File: src/mrtm_pkg.sv
`timescale 1ns / 1ps
`default_nettype none
package mrtm_pkg;

    localparam int TAG_W    = 16;
    localparam int LEN_W    = 32;
    localparam int HANDLE_W = 16;
    localparam int SEQ_W    = 32;
    localparam int PCNT_W   = 5;

    localparam logic [PCNT_W-1:0] PEER_COUNT_RESET = 5'd16;

    localparam logic OP_ADD  = 1'b0;
    localparam logic OP_RECV = 1'b1;

    typedef enum logic [2:0] {
        OUTCOME_MATCHED    = 3'd0,
        OUTCOME_REC_SPEC   = 3'd1,
        OUTCOME_REC_WILD   = 3'd2,
        OUTCOME_PROBE      = 3'd3,
        OUTCOME_ADDED      = 3'd4
    } outcome_t;

    typedef struct packed {
        logic [TAG_W-1:0]    tag;
        logic [LEN_W-1:0]    length;
        logic [HANDLE_W-1:0] handle;
    } entry_t;

    localparam int ENTRY_W = $bits(entry_t);

    typedef enum logic [2:0] {
        ST_IDLE,
        ST_START,
        ST_READ,
        ST_CHECK,
        ST_DONE
    } state_t;

    typedef struct packed {
        logic load;
        logic rd;
        logic commit;
        logic advance;
        logic out_load;
    } cmd_t;

    typedef struct packed {
        logic is_add;
        logic is_wild;
        logic start_ok;
        logic hit;
        logic more;
        logic out_free;
    } status_t;

endpackage
`default_nettype wire

File: src/mrtm_ctrl.sv
`timescale 1ns / 1ps
`default_nettype none
module mrtm_ctrl (
    input  wire logic              clk,
    input  wire logic              rst_n,
    input  wire logic              in_valid,
    output logic                   in_ready,
    input  wire mrtm_pkg::status_t status,
    output mrtm_pkg::cmd_t         cmd
);
    import mrtm_pkg::*;

    state_t state_reg, state_next;

    always_ff @(posedge clk or negedge rst_n)
    begin
        if (!rst_n)
        begin
            state_reg <= ST_IDLE;
        end
        else
        begin
            state_reg <= state_next;
        end
    end

    always_comb
    begin
        state_next = state_reg;
        unique case (state_reg)
            ST_IDLE:  if (in_valid) state_next = ST_START;
            ST_START: state_next = status.start_ok ? ST_READ : ST_DONE;
            ST_READ:  state_next = ST_CHECK;
            ST_CHECK:
            begin
                if (status.is_add || status.hit)
                    state_next = ST_DONE;
                else if (status.is_wild && status.more)
                    state_next = ST_READ;
                else
                    state_next = ST_DONE;
            end
            ST_DONE:  if (status.out_free) state_next = ST_IDLE;
            default:  state_next = ST_IDLE;
        endcase
    end

    always_comb
    begin
        in_ready = 1'b0;
        cmd      = '0;
        unique case (state_reg)
            ST_IDLE:
            begin
                in_ready = 1'b1;
                cmd.load = in_valid;
            end
            ST_START: ;
            ST_READ:  cmd.rd = 1'b1;
            ST_CHECK:
            begin
                cmd.commit  = status.is_add || status.hit;
                cmd.advance = !status.is_add && !status.hit && status.is_wild && status.more;
            end
            ST_DONE:  cmd.out_load = status.out_free;
            default:  ;
        endcase
    end

endmodule
`default_nettype wire

File: config.mk
export PLATFORM = sky130hd
export DESIGN_NAME = mrtm_ctrl
export DESIGN_NICKNAME = d
export VERILOG_FILES = /design/src/mrtm_pkg.sv /design/src/mrtm_ctrl.sv
export SDC_FILE = /design/constraint.sdc
export NUM_CORES = 1
export LEC_CHECK = 0
export BUFFER_PORTS_ARGS = -buffer_cell sky130_fd_sc_hd__clkbuf_2
export CAP_MARGIN = 10
export CORE_AREA = 4 4 41 43
export DETAILED_ROUTE_END_ITERATION = 8
export DIE_AREA = 0 0 45 47
export SYNTH_ARGS = -nofsm -noshare
export SYNTH_HDL_FRONTEND = slang
export SYNTH_SLANG_ARGS = --single-unit
export TNS_END_PERCENT = 20
File: constraint.sdc
create_clock -name clk -period 1 [get_ports clk]
set_clock_uncertainty 0.2 [all_clocks]
set_input_delay 0.05 -clock clk [delete_from_list [all_inputs] [get_ports clk]]
set_output_delay 0.05 -clock clk [all_outputs]
set_load 0.005 [all_outputs]
==> results.ini <==
[run_status]
status=finished, violations left
violations=negative hold slack, negative setup slack

[placement]
dp_hpwl_microns=459
port-buffer-count=14
gp_congestion=0.667
placedCellCount=53
postPlaceCellArea_sq_um=303

[sta]
clock.fmax_mhz=713
drv_slew=0
min_period_ps=1400
setup_viol=9
hold_ws_ps=-83.1
final_hold_viol_count=5
slew_headroom_pct=87.4
tightest_slew_ps=188
rsz0062_at_grt=true
setup_ws_ps=-402
period_share_pct=140

[global_routing]
grt_pass1_vias=267
grt_max_degree=11
grt_pass1_wl_microns=1020
antenna_found_initial=0
grt-ovfl-total=0
grt_use_total_pct=7.83

[detailed_routing]
firstDrtPassIters=2
top_layer_used=met4
routed-wl-met3_microns=66
via_per_inst=4.30
drt-total-wl_microns=629
met2RoutedLength_microns=250
wl_met1_microns=271
drtAntennaViolNets=0
drc=0
wl_per_cell_microns=10.3
vias=262
first_iter_violations=1

[cts]
root_buffer=clkbuf_4
cts_hold_buf=2
ctsHtreeMaxLevel=1
clk_path_buf_depth=2
cts_made_buffers=3
cts.sinks=3
clk_pin_slew_worst_paths_ps=40
cts_tree=yes
insertion_delay_ps=230

[synth]
synth.most_common_cell=nor2_1
synth_edf_count=0
synth_compound_area_share_pct=7.36
synth_xor_xnor_area_share_pct=0
synth_fa_ha_area_share_pct=0
avgSynthCellArea_sq_um=8.87
synthCells=23
synthMuxAreaShare_pct=0
synthSimpleGateAreaFrac_pct=50.3
synth_top_family_by_area=simple AND/OR/NAND/NOR gates
async_reset_ff_share_pct=100
yosysTopAreaCell=dfrtp_1
seq_area_frac_synth_pct=36.8
ys_top_cells_by_count=nor2_1, dfrtp_1, nand2b_1, nor3_1
synth_fp_nets=32
synth_area_leaders=dfrtp_1, nor2_1, and4bb_2, nand2b_1, buf_6
synth_top_area_share_pct=36.8
synthFlopType=dfrtp_1
yosys_warnings=0
synth-seq-cells=3
syn_area_sq_um=204
synthDistinctLibCells=16

[setup_path]
worstPathRequired_ps=750
reg2reg_slack_ps=-270
crit_fanout=4
critPathLaunchType=register
critical_path_class=reg2out
regToRegStartpoint=state_reg[0]
end_kind=output port
reg2regPathDepth=3
r2r-end=state_reg[2]
cp.arrival_ps=1150

[power]
ir_worst_vdd_mv=0.671
p_comb_share_pct=42.4
power.density_nw_per_um2=2230
p_leak_nw=0.183
switching_share_pct=34.3
switchingPower_mw=0.292
internal-power_mw=0.558
seqPwrFrac_pct=32.7
p_clk_share_pct=24.9

[floorplanning]
pin_count=15
fp-row-count=13
start_util_pct=15.7
die_height_microns=47
die_area_sq_um=2120
coreArea_sq_um=1300
die_x_microns=45

[finish]
nets=56
final_cell_area_sq_um=382
antenna_cells=0
drive_above_1_share_pct=63.0
layoutNonFillerInstCount=61
largest_register_ffs=3
syn_to_final_growth_pct=87.1
num-fill-cells=152

[run]
drv_cap=0

[min_path]
whs_path_depth=3
hold_end=state_reg[1]
min-delay-path-class=in2reg
hp-start=status[3]

## through the flow
step | total power, mW | setup TNS, ps | utilization, % | hold slack (ps) | worst slack, ps
floorplan | 0.435 | -316 | - | -446 | -113
CTS | 0.809 | -2550 | 27.8 | -74.9 | -409
global placement | 0.541 | -1120 | 23.3 | -351 | -173
detailed placement | 0.547 | -1230 | 23.3 | -347 | -223
global route | 0.921 | -3110 | 29.3 | -69.3 | -487
finish | 0.850 | -2540 | 29.3 | -83.1 | -402
## worst max path at each step
stage / start / end / cells past startpoint
after floorplan: state_reg[0] / state_reg[2] / 2
after global placement: state_reg[0] / cmd[4] / 3
after detailed placement: state_reg[1] / state_reg[2] / 2
after CTS: state_reg[2] / cmd[1] / 4
after global routing: state_reg[2] / cmd[2] / 4
final: state_reg[2] / cmd[1] / 4
## worst max-delay path, cell delays in order (launching register included)
cell and delay, ps:
dfrtp_1 410, and2b_1 240, nand2_2 70, nor2_1 90, clkbuf_2 110
## cells in the final DEF (no fill, tap or decap)
cell           instances
clkbuf_2              11
buf_4                  4
nor2_1                 3
clkbuf_4               3
buf_2                  3
nand2b_1               2
dlygate4sd3_1          2
dfrtp_2                2
nand3_1                1
and2b_1                1
nand2_2                1
nor3_2                 1
nor3b_2                1
nor2_2                 1
and4bb_2               1
and2_1                 1
nand4_1                1
nand3b_1               1
a31oi_1                1
nor3_1                 1
nor4b_2                1
a31o_1                 1
clkbuf_1               1
dfrtp_1                1
## power by group through the flow
stage / clock (mW) / combinational [mW] / sequential (mW)
floorplan: 0 / 0.217 / 0.218
global placement: 0 / 0.288 / 0.253
detailed placement: 0 / 0.288 / 0.259
CTS: 0.224 / 0.311 / 0.275
global route: 0.232 / 0.399 / 0.290
finish: 0.212 / 0.360 / 0.278
## layout make-up
type,count,area [sq um],share of cell area (%)
flip-flops and latches,3,77.6,20.3
multi-input cells,19,139,36.4
clock buffers,4,26.3,6.89
repair buffers,20,120,31.5
well taps,15,18.8,4.92
## per-layer routing
layer | vias to the layer above | global-route usage (%)
met4 | 0 | 14.0
met3 | 4 | 2.30
met2 | 16 | 10.2
li1 | 131 | -
met5 | - | 0
met1 | 111 | 7.53
## logic make-up (layout without fill, tap and decap cells)
group           after synthesis  count (layout)
buf+inv                       1              24
compound gates                2               2
simple gates                 17              17
flops                         3               3
## timing repair
action,CTS,global route
pin swaps,1,2
resized for setup,4,5
endpoints found under the setup margin,9,9
hold endpoints to repair,6,5
buffers inserted,0,2
(Power assumes the default switching activity.)
